--- src/rtl/tcw_pkg.sv ---
// ----------------------------------------------------------------------------
// tcw_pkg
// Shared types, codes and constants of the text console writer.
// ----------------------------------------------------------------------------
package tcw_pkg;

  // Payload widths of the channels
  localparam int unsigned FUNC_W     = 3;
  localparam int unsigned BYTE_W     = 8;
  localparam int unsigned COL_IN_W   = 7;
  localparam int unsigned LINE_IN_W  = 5;
  localparam int unsigned CUR_OUT_W  = 11;

  // Widest cell address the grid limits allow (128 x 32 cells)
  localparam int unsigned ADDR_MAX_W = 12;

  // Configuration port
  localparam int unsigned CFG_IDX_W  = 1;
  localparam logic [CFG_IDX_W-1:0] CFG_DEFAULT_ATTR = 1'b0;
  localparam logic [CFG_IDX_W-1:0] CFG_ERROR_ATTR   = 1'b1;

  localparam logic [BYTE_W-1:0] DEFAULT_ATTR_RST = 8'd15;
  localparam logic [BYTE_W-1:0] ERROR_ATTR_RST   = 8'd244;

  // Characters
  localparam logic [BYTE_W-1:0] CHAR_NEWLINE = 8'd10;
  localparam logic [BYTE_W-1:0] CHAR_SPACE   = 8'd32;
  localparam logic [BYTE_W-1:0] CHAR_ERROR   = 8'd69;  // 'E'
  localparam logic [BYTE_W-1:0] CHAR_BLANK   = 8'd0;

  typedef enum logic [FUNC_W-1:0] {
    FN_PRINT  = 3'd0,
    FN_WRITE  = 3'd1,
    FN_SETCUR = 3'd2,
    FN_READ   = 3'd3,
    FN_CLEAR  = 3'd4
  } func_e;

  typedef struct packed {
    logic [BYTE_W-1:0] default_attr;
    logic [BYTE_W-1:0] error_attr;
  } cfg_t;

  // One write beat into the cell memories
  typedef struct packed {
    logic                  char_en;
    logic                  attr_en;
    logic [ADDR_MAX_W-1:0] addr;
    logic [BYTE_W-1:0]     ch;
    logic [BYTE_W-1:0]     attr;
  } mem_wr_t;

  typedef struct packed {
    logic                  en;
    logic [ADDR_MAX_W-1:0] addr;
  } mem_rd_t;

  // Attribute zero selects the default attribute
  function automatic logic [BYTE_W-1:0] pick_attr(input logic [BYTE_W-1:0] a,
                                                  input logic [BYTE_W-1:0] dflt);
    return (a != '0) ? a : dflt;
  endfunction

endpackage

--- src/rtl/tcw_if.sv ---
// ----------------------------------------------------------------------------
// tcw_if
// Valid/ready channels of the text console writer: request and response.
// ----------------------------------------------------------------------------
interface tcw_req_if import tcw_pkg::*; ();
  logic                 valid;
  logic                 ready;
  logic [FUNC_W-1:0]    func;
  logic [BYTE_W-1:0]    char_code;
  logic [BYTE_W-1:0]    attribute;
  logic [COL_IN_W-1:0]  column;
  logic [LINE_IN_W-1:0] line;

  modport source (output valid, func, char_code, attribute, column, line,
                  input ready);
  modport sink (input valid, func, char_code, attribute, column, line,
                output ready);
endinterface

interface tcw_rsp_if import tcw_pkg::*; ();
  logic                 valid;
  logic                 ready;
  logic [BYTE_W-1:0]    read_char;
  logic [BYTE_W-1:0]    read_attribute;
  logic [CUR_OUT_W-1:0] cursor_position;
  logic                 out_of_range;

  modport source (output valid, read_char, read_attribute, cursor_position,
                  out_of_range, input ready);
  modport sink (input valid, read_char, read_attribute, cursor_position,
                out_of_range, output ready);
endinterface

--- src/rtl/tcw_ctrl.sv ---
// ----------------------------------------------------------------------------
// tcw_ctrl
// Command sequencer: cursor tracking, cell access, scroll copy, clear sweep,
// and the response register.
// ----------------------------------------------------------------------------
module tcw_ctrl import tcw_pkg::*; #(
  parameter int unsigned COLS = 80,
  parameter int unsigned ROWS = 25
) (
  input  logic              clk_i,
  input  logic              rst_ni,
  input  cfg_t              cfg_i,
  tcw_req_if.sink           req,
  tcw_rsp_if.source         rsp,
  output mem_wr_t           mem_wr_o,
  output mem_rd_t           mem_rd_o,
  input  logic [BYTE_W-1:0] rd_char_i,
  input  logic [BYTE_W-1:0] rd_attr_i
);

  localparam int unsigned NCELLS = COLS * ROWS;
  localparam int unsigned AW     = $clog2(NCELLS);
  localparam int unsigned LW     = $clog2(NCELLS + 1);
  localparam int unsigned RW     = $clog2(ROWS + 1);
  localparam int unsigned CW     = $clog2(COLS);

  typedef enum logic [2:0] {
    S_IDLE,
    S_EXEC,
    S_SCROLL,
    S_FILL,
    S_CLEAR,
    S_RESP
  } state_e;

  state_e                state_q, state_d;
  logic [FUNC_W-1:0]     func_q, func_d;
  logic [BYTE_W-1:0]     char_q, char_d;
  logic [BYTE_W-1:0]     attr_q, attr_d;
  logic [COL_IN_W-1:0]   col_in_q, col_in_d;
  logic [LINE_IN_W-1:0]  line_in_q, line_in_d;
  logic [RW-1:0]         cur_row_q, cur_row_d;
  logic [CW-1:0]         cur_col_q, cur_col_d;
  logic [LW-1:0]         cur_lin_q, cur_lin_d;
  logic [LW-1:0]         scan_q, scan_d;
  logic                  wr_pend_q, wr_pend_d;
  logic [AW-1:0]         wr_addr_q, wr_addr_d;
  logic                  rd_hit_q, rd_hit_d;
  logic                  oor_q, oor_d;
  logic                  out_valid_q, out_valid_d;
  logic [BYTE_W-1:0]     out_char_q, out_char_d;
  logic [BYTE_W-1:0]     out_attr_q, out_attr_d;
  logic [CUR_OUT_W-1:0]  out_cur_q, out_cur_d;
  logic                  out_oor_q, out_oor_d;

  logic                  accept;
  logic                  can_load;
  logic                  in_grid;
  logic [ADDR_MAX_W-1:0] pos;

  assign can_load  = !out_valid_q || rsp.ready;
  assign req.ready = (state_q == S_IDLE) || ((state_q == S_RESP) && can_load);
  assign accept    = req.valid && req.ready;

  assign in_grid = (8'(col_in_q) < 8'(COLS)) && (6'(line_in_q) < 6'(ROWS));
  assign pos     = ADDR_MAX_W'(ADDR_MAX_W'(line_in_q) * ADDR_MAX_W'(COLS)
                               + ADDR_MAX_W'(col_in_q));

  always_comb begin
    state_d     = state_q;
    func_d      = func_q;
    char_d      = char_q;
    attr_d      = attr_q;
    col_in_d    = col_in_q;
    line_in_d   = line_in_q;
    cur_row_d   = cur_row_q;
    cur_col_d   = cur_col_q;
    cur_lin_d   = cur_lin_q;
    scan_d      = scan_q;
    wr_pend_d   = wr_pend_q;
    wr_addr_d   = wr_addr_q;
    rd_hit_d    = rd_hit_q;
    oor_d       = oor_q;
    out_valid_d = out_valid_q;
    out_char_d  = out_char_q;
    out_attr_d  = out_attr_q;
    out_cur_d   = out_cur_q;
    out_oor_d   = out_oor_q;
    mem_wr_o    = '0;
    mem_rd_o    = '0;

    if (out_valid_q && rsp.ready) begin
      out_valid_d = 1'b0;
    end

    case (state_q)
      S_IDLE: begin
        if (accept) begin
          state_d = S_EXEC;
        end
      end

      S_EXEC: begin
        oor_d    = 1'b0;
        rd_hit_d = 1'b0;
        state_d  = S_RESP;
        case (func_q)
          FN_PRINT: begin
            if (cur_row_q == RW'(ROWS)) begin
              // Past the last row: scroll first, then come back to print
              cur_row_d = RW'(ROWS - 1);
              cur_col_d = '0;
              cur_lin_d = LW'(NCELLS - COLS);
              scan_d    = LW'(COLS);
              wr_pend_d = 1'b0;
              state_d   = S_SCROLL;
            end else if (char_q == CHAR_NEWLINE) begin
              cur_row_d = cur_row_q + RW'(1);
              cur_col_d = '0;
              cur_lin_d = cur_lin_q - LW'(cur_col_q) + LW'(COLS);
            end else begin
              mem_wr_o.char_en = 1'b1;
              mem_wr_o.attr_en = 1'b1;
              mem_wr_o.addr    = ADDR_MAX_W'(cur_lin_q[AW-1:0]);
              mem_wr_o.ch      = char_q;
              mem_wr_o.attr    = pick_attr(attr_q, cfg_i.default_attr);
              cur_lin_d        = cur_lin_q + LW'(1);
              if (cur_col_q == CW'(COLS - 1)) begin
                cur_col_d = '0;
                cur_row_d = cur_row_q + RW'(1);
              end else begin
                cur_col_d = cur_col_q + CW'(1);
              end
            end
          end
          FN_WRITE: begin
            mem_wr_o.char_en = 1'b1;
            mem_wr_o.attr_en = 1'b1;
            if (in_grid) begin
              mem_wr_o.addr = pos;
              mem_wr_o.ch   = char_q;
              mem_wr_o.attr = pick_attr(attr_q, cfg_i.default_attr);
            end else begin
              mem_wr_o.addr = ADDR_MAX_W'(NCELLS - 1);
              mem_wr_o.ch   = CHAR_ERROR;
              mem_wr_o.attr = pick_attr(cfg_i.error_attr, cfg_i.default_attr);
              oor_d         = 1'b1;
            end
          end
          FN_SETCUR: begin
            if (in_grid) begin
              cur_row_d = RW'(line_in_q);
              cur_col_d = CW'(col_in_q);
              cur_lin_d = LW'(pos);
            end else begin
              oor_d = 1'b1;
            end
          end
          FN_READ: begin
            if (in_grid) begin
              mem_rd_o.en   = 1'b1;
              mem_rd_o.addr = pos;
              rd_hit_d      = 1'b1;
            end else begin
              oor_d = 1'b1;
            end
          end
          FN_CLEAR: begin
            scan_d  = '0;
            state_d = S_CLEAR;
          end
          default: ;
        endcase
      end

      // Copy rows 1.. up by one row: read one cell a beat, write it COLS lower
      // on the next beat
      S_SCROLL: begin
        if (wr_pend_q) begin
          mem_wr_o.char_en = 1'b1;
          mem_wr_o.attr_en = 1'b1;
          mem_wr_o.addr    = ADDR_MAX_W'(wr_addr_q);
          mem_wr_o.ch      = rd_char_i;
          mem_wr_o.attr    = rd_attr_i;
        end
        if (scan_q != LW'(NCELLS)) begin
          mem_rd_o.en   = 1'b1;
          mem_rd_o.addr = ADDR_MAX_W'(scan_q[AW-1:0]);
          wr_addr_d     = AW'(scan_q - LW'(COLS));
          wr_pend_d     = 1'b1;
          scan_d        = scan_q + LW'(1);
        end else begin
          wr_pend_d = 1'b0;
          scan_d    = LW'(NCELLS - COLS);
          state_d   = S_FILL;
        end
      end

      S_FILL: begin
        mem_wr_o.char_en = 1'b1;
        mem_wr_o.attr_en = 1'b1;
        mem_wr_o.addr    = ADDR_MAX_W'(scan_q[AW-1:0]);
        mem_wr_o.ch      = CHAR_BLANK;
        mem_wr_o.attr    = cfg_i.default_attr;
        scan_d           = scan_q + LW'(1);
        if (scan_q == LW'(NCELLS - 1)) begin
          state_d = S_EXEC;
        end
      end

      // Characters only; attributes live in their own memory and stay put
      S_CLEAR: begin
        mem_wr_o.char_en = 1'b1;
        mem_wr_o.addr    = ADDR_MAX_W'(scan_q[AW-1:0]);
        mem_wr_o.ch      = CHAR_SPACE;
        scan_d           = scan_q + LW'(1);
        if (scan_q == LW'(NCELLS - 1)) begin
          state_d = S_RESP;
        end
      end

      S_RESP: begin
        if (can_load) begin
          out_valid_d = 1'b1;
          out_char_d  = rd_hit_q ? rd_char_i : '0;
          out_attr_d  = rd_hit_q ? rd_attr_i : '0;
          out_cur_d   = CUR_OUT_W'(cur_lin_q);
          out_oor_d   = oor_q;
          state_d     = accept ? S_EXEC : S_IDLE;
        end
      end

      default: state_d = S_IDLE;
    endcase

    if (accept) begin
      func_d    = req.func;
      char_d    = req.char_code;
      attr_d    = req.attribute;
      col_in_d  = req.column;
      line_in_d = req.line;
    end
  end

  always_ff @(posedge clk_i or negedge rst_ni) begin
    if (!rst_ni) begin
      state_q     <= S_IDLE;
      func_q      <= '0;
      char_q      <= '0;
      attr_q      <= '0;
      col_in_q    <= '0;
      line_in_q   <= '0;
      cur_row_q   <= '0;
      cur_col_q   <= '0;
      cur_lin_q   <= '0;
      scan_q      <= '0;
      wr_pend_q   <= 1'b0;
      wr_addr_q   <= '0;
      rd_hit_q    <= 1'b0;
      oor_q       <= 1'b0;
      out_valid_q <= 1'b0;
      out_char_q  <= '0;
      out_attr_q  <= '0;
      out_cur_q   <= '0;
      out_oor_q   <= 1'b0;
    end else begin
      state_q     <= state_d;
      func_q      <= func_d;
      char_q      <= char_d;
      attr_q      <= attr_d;
      col_in_q    <= col_in_d;
      line_in_q   <= line_in_d;
      cur_row_q   <= cur_row_d;
      cur_col_q   <= cur_col_d;
      cur_lin_q   <= cur_lin_d;
      scan_q      <= scan_d;
      wr_pend_q   <= wr_pend_d;
      wr_addr_q   <= wr_addr_d;
      rd_hit_q    <= rd_hit_d;
      oor_q       <= oor_d;
      out_valid_q <= out_valid_d;
      out_char_q  <= out_char_d;
      out_attr_q  <= out_attr_d;
      out_cur_q   <= out_cur_d;
      out_oor_q   <= out_oor_d;
    end
  end

  assign rsp.valid           = out_valid_q;
  assign rsp.read_char       = out_char_q;
  assign rsp.read_attribute  = out_attr_q;
  assign rsp.cursor_position = out_cur_q;
  assign rsp.out_of_range    = out_oor_q;

`ifndef SYNTHESIS
  // Linear cursor always agrees with its row and column
  a_cursor_consistent: assert property (@(posedge clk_i) disable iff (!rst_ni)
    cur_lin_q == LW'(LW'(cur_row_q) * LW'(COLS) + LW'(cur_col_q)))
    else $error("linear cursor out of step with row/column");

  // An accepted beat is always executed on the next cycle
  a_accept_exec: assert property (@(posedge clk_i) disable iff (!rst_ni)
    accept |=> state_q == S_EXEC)
    else $error("accepted beat not executed");

  // No cell is written while the sequencer waits for work or for the sink
  a_no_idle_write: assert property (@(posedge clk_i) disable iff (!rst_ni)
    (state_q == S_IDLE || state_q == S_RESP) |-> !(mem_wr_o.char_en || mem_wr_o.attr_en))
    else $error("cell write outside an operation");

  // A response appears only out of the response state
  a_rsp_source: assert property (@(posedge clk_i) disable iff (!rst_ni)
    $rose(rsp.valid) |-> $past(state_q == S_RESP))
    else $error("response raised outside response state");
`endif

endmodule

--- src/flat_wrapper.sv ---
// flat-port wrapper written by rule: the top's interface ports become plain ports
module tcw_ctrl_flat import tcw_pkg::*;
#(
  parameter int unsigned COLS = 80,
  parameter int unsigned ROWS = 25
)
  (clk_i, rst_ni, cfg_i, mem_wr_o, mem_rd_o, rd_char_i, rd_attr_i, req_valid, req_func, req_char_code, req_attribute, req_column, req_line, req_ready, rsp_valid, rsp_read_char, rsp_read_attribute, rsp_cursor_position, rsp_out_of_range, rsp_ready);
  tcw_req_if req_i ();
  tcw_rsp_if rsp_i ();
  input  logic clk_i;
  input  logic rst_ni;
  input  cfg_t cfg_i;
  output mem_wr_t mem_wr_o;
  output mem_rd_t mem_rd_o;
  input  logic [BYTE_W-1:0] rd_char_i;
  input  logic [BYTE_W-1:0] rd_attr_i;
  input wire logic [$bits(req_i.valid)-1:0] req_valid;
  input wire logic [$bits(req_i.func)-1:0] req_func;
  input wire logic [$bits(req_i.char_code)-1:0] req_char_code;
  input wire logic [$bits(req_i.attribute)-1:0] req_attribute;
  input wire logic [$bits(req_i.column)-1:0] req_column;
  input wire logic [$bits(req_i.line)-1:0] req_line;
  output wire logic [$bits(req_i.ready)-1:0] req_ready;
  output wire logic [$bits(rsp_i.valid)-1:0] rsp_valid;
  output wire logic [$bits(rsp_i.read_char)-1:0] rsp_read_char;
  output wire logic [$bits(rsp_i.read_attribute)-1:0] rsp_read_attribute;
  output wire logic [$bits(rsp_i.cursor_position)-1:0] rsp_cursor_position;
  output wire logic [$bits(rsp_i.out_of_range)-1:0] rsp_out_of_range;
  input wire logic [$bits(rsp_i.ready)-1:0] rsp_ready;
  assign req_i.valid = req_valid;
  assign req_i.func = req_func;
  assign req_i.char_code = req_char_code;
  assign req_i.attribute = req_attribute;
  assign req_i.column = req_column;
  assign req_i.line = req_line;
  assign req_ready = req_i.ready;
  assign rsp_valid = rsp_i.valid;
  assign rsp_read_char = rsp_i.read_char;
  assign rsp_read_attribute = rsp_i.read_attribute;
  assign rsp_cursor_position = rsp_i.cursor_position;
  assign rsp_out_of_range = rsp_i.out_of_range;
  assign rsp_i.ready = rsp_ready;
  tcw_ctrl #(.COLS(COLS), .ROWS(ROWS)) u_core (.clk_i(clk_i), .rst_ni(rst_ni), .cfg_i(cfg_i), .req(req_i), .rsp(rsp_i), .mem_wr_o(mem_wr_o), .mem_rd_o(mem_rd_o), .rd_char_i(rd_char_i), .rd_attr_i(rd_attr_i));
endmodule
--- config.mk ---
export PLATFORM = sky130hd
export DESIGN_NAME = tcw_ctrl_flat
export DESIGN_NICKNAME = d
export VERILOG_FILES = /design/src/rtl/tcw_pkg.sv /design/src/rtl/tcw_if.sv /design/src/rtl/tcw_ctrl.sv /design/src/flat_wrapper.sv
export SDC_FILE = /design/constraint.sdc
export NUM_CORES = 1
export LEC_CHECK = 0
export ABC_AREA = 1
export CORE_MARGIN = 8
export CORE_UTILIZATION = 30
export DETAILED_ROUTE_END_ITERATION = 12
export DONT_BUFFER_PORTS = 1
export PLACE_DENSITY = 0.45
export SLEW_MARGIN = 20
export SYNTH_ARGS = -nofsm -noshare
export SYNTH_HDL_FRONTEND = slang
export SYNTH_SLANG_ARGS = --single-unit
--- constraint.sdc ---
create_clock -name clk_i -period 4.1 [get_ports clk_i]
set_input_delay 0.615 -clock clk_i [delete_from_list [all_inputs] [get_ports clk_i]]
set_output_delay 0.615 -clock clk_i [all_outputs]
set_load 0.01 [all_outputs]
==> impl_metrics.ini <==
[outcome]
outcome = finished clean

[sta]
hold_violations = 0
post-route-period-util_pct = 89.1
fin_crit_ns = 3.65
fin_tns_setup_ns = 0
setup_viol = 0
max_freq_ghz = 0.274
tightest_slew_ns = 0.735
fin_skew_ns = 0.0108
relSlewSlack_pct = 50.9
rsz0062_at_grt = no
slew_violations = 0

[cells_and_area]
layout.nets = 1165
area.growth.synth_to_final_pct = 8.95
final_cell_area_um2 = 8090
diodes = 0
layout-drive-gt1-share_pct = 4.61

[logic_synthesis]
synth_edf_count = 0
synth_top_area_cell = dfrtp_1
syn_area_um2 = 7430
ys_warn_count = 0
synth_area_leaders = dfrtp_1 (37%), nand2_1 (17%), o21ai_0 (9.2%)
synth.most_common_cell = nand2_1
synth_common_cells = nand2_1 (344), inv_1 (137), o21ai_0 (136)
ys_seq_elements = 111
avgSynthCellArea_um2 = 6.95
synthArstFlopShare_pct = 100
syn-instance-count = 1069
synth_flop_cell = dfrtp_1
syn_nets = 1176
synth.yosys.seq_area_share_pct = 37.4
ys_types = 38
synth_top_area_share_pct = 37.4

[floorplanning]
initial_core_util_pct = 30.5
ioPinCount = 140
die_y_um = 173
fp.dieW_um = 173
dieArea_um2 = 30000
core_area_um2 = 24300
num_rows = 57

[clocking]
numCtsBuffers = 9
post_cts_buffers = 0
htreeDepth = 3
clk_pin_slew_worst_paths_ns = 0.08
cts_tree = yes
clkLatencyLatePin_ns = 0.36
root_buffer = clkbuf_16
clock_sinks = 111
cts_buffer_depth = 2
post_cts_resize_count = 0

[worst_setup_path]
crit_chain = ha_1, ha_1, fa_1, xnor2_1, nor2_1, o21ai_0, nand2_1
timing_worst_setup_path_type = reg2out
arrival_ns = 3.04
path_common_cell = ha_1
slowest_stage = fa_1
crit_path_max_fanout = 5
crit_path_start_kind = flip-flop
required_ns = 3.48
r2r_cells = 9
critical_path_buf_inv_count = 0
r2r_slack_ns = 1.58
crit_path_end_kind = primary output
max_stage_delay_ns = 0.53
r2r_end = u_core.cur_col_q[0]
cpLargestDelayFamily = adder cells
rr_startpoint = u_core.func_q[1]

[drt]
vias_per_cell = 4.95
ant_nets = 0
met3_length_um = 1600
top_layer_used = met4
route.detailed.drc = 0
drt_iter0_markers = 602
drt-total-wl_um = 25800
wl_met2_um = 11600
wl_met1_um = 12200
routed-via-count = 6863
first_pass_iters = 5
wl_per_cell_um = 18.6

[global_route]
grtUsageTotal_pct = 17.0
antenna_found_initial = 0
grt_pass1_wl_um = 40400
grt_max_degree = 112
grt_pass1_vias = 6727
overflow = 0

[placed_design]
io_buffers = 0
post_dp_cell_area_um2 = 7760
gp_congestion = 0.907
hpwl_um = 20200

[power]
peakVddDrop_v = 0.000208
total_leakage_power_uw = 0.00387
power.density_nw_per_um2 = 280

[flow_run]
drv_cap = 0

[worst_hold_path]
min_path_type = in2async
[sequential cells by signal, summed over array words and instances (netlist names), 8 cells and up]
| register | cells |
|---|---|
| u_core.wr_addr_q | 11 |
| u_core.cur_lin_q | 11 |
| u_core.char_q | 8 |
| u_core.rsp.cursor_position | 11 |
| u_core.rsp.read_char | 8 |
| u_core.rsp.read_attribute | 8 |
| u_core.scan_q | 11 |
| u_core.attr_q | 8 |
[worst max-delay path by stage]
| stage | start | end | slack, ns | cells past startpoint |
|---|---|---|---|---|
| floorplan | u_core.line_in_q[1] | mem_wr_o[27] | 1.43 | 10 |
| global placement | u_core.line_in_q[1] | mem_wr_o[24] | 1.05 | 7 |
| detailed placement | u_core.line_in_q[1] | mem_wr_o[24] | 1.05 | 7 |
| CTS | u_core.line_in_q[1] | mem_wr_o[24] | 0.62 | 7 |
| global route | u_core.char_q[2] | mem_wr_o[29] | 0.43 | 9 |
| finish | u_core.line_in_q[1] | mem_wr_o[24] | 0.45 | 7 |
[cells by family after synthesis]
group           after synthesis  synth area share (%)
flops                       111                  37.4
buf+inv                     172                  9.13
xor+xnor                     18                  2.12
fa+ha+maj                    40                  7.04
compound gates              218                  16.2
simple gates                510                  28.1
[metal layers]
metal | vias to the layer above | global-route usage, %
met5 | - | 0
met1 | 3233 | 23.3
li1 | 3430 | -
met2 | 181 | 26.6
met4 | 0 | 3.05
met3 | 19 | 4.57
[layout by cell type (no fill, tap or decap), types with 2 or more instances in the layout]
cell | Yosys | final
nor3_1 | 6 | 6
o211ai_1 | 8 | 8
o21ai_1 | 4 | 4
inv_1 | 137 | 137
nor2_1 | 70 | 70
fa_1 | 3 | 3
a22oi_1 | 15 | 15
buf_4 | 5 | 9
a31oi_1 | 3 | 3
or2_2 | 3 | 3
a21oi_4 | 1 | 2
clkinv_2 | 1 | 2
nand2_1 | 344 | 343
and2_1 | 2 | 2
clkbuf_16 | 0 | 9
nand3_1 | 59 | 59
nand2_2 | 6 | 7
nor2_2 | 4 | 4
xor2_1 | 15 | 15
xnor2_1 | 3 | 3
inv_6 | 0 | 2
a21oi_1 | 34 | 34
inv_2 | 2 | 2
nand4_1 | 12 | 12
o21ai_0 | 136 | 136
ha_1 | 37 | 37
dfrtp_1 | 111 | 111
o22ai_1 | 12 | 12
nor2_4 | 2 | 2
[where the power goes]
| part | internal, µW | total (µW) | switching, µW |
|---|---|---|---|
| Sequential | 1110 | 1130 | 15.2 |
| Clock | 484 | 939 | 455 |
| Combinational | 58.4 | 203 | 145 |
| Total | 1650 | 2270 | 615 |
[stage by stage]
step | instances | util (%) | total power (µW) | setup slack, ns | hold WS, ns
after floorplan | 1069 | - | 1270 | 1.43 | 0.319
after global placement | 1370 | 31.9 | 1330 | 1.05 | 0.330
after detailed placement | 1370 | 31.9 | 1330 | 1.05 | 0.330
after CTS | 1387 | 33.3 | 2310 | 0.620 | 0.231
after global routing | 1387 | 33.3 | 2370 | 0.434 | 0.230
final | 1387 | 33.3 | 2270 | 0.445 | 0.185
[cell type report]
class	instances	area [µm²]
clock buffer	9	225
fill	2659	16200
tap	324	405
sequential	111	2780
multi-input combinational	786	3980
clock inverter	7	80.1
timing repair buffer	10	95.1
inverter	140	527
[what timing repair did]
item / 4_1_cts / 5_1_grt
hold buffers: 1 / 0
hold endpoints to repair: 111 / 0
setup endpoints to repair: 0 / 0
Power figures use the tool's default switching activity.
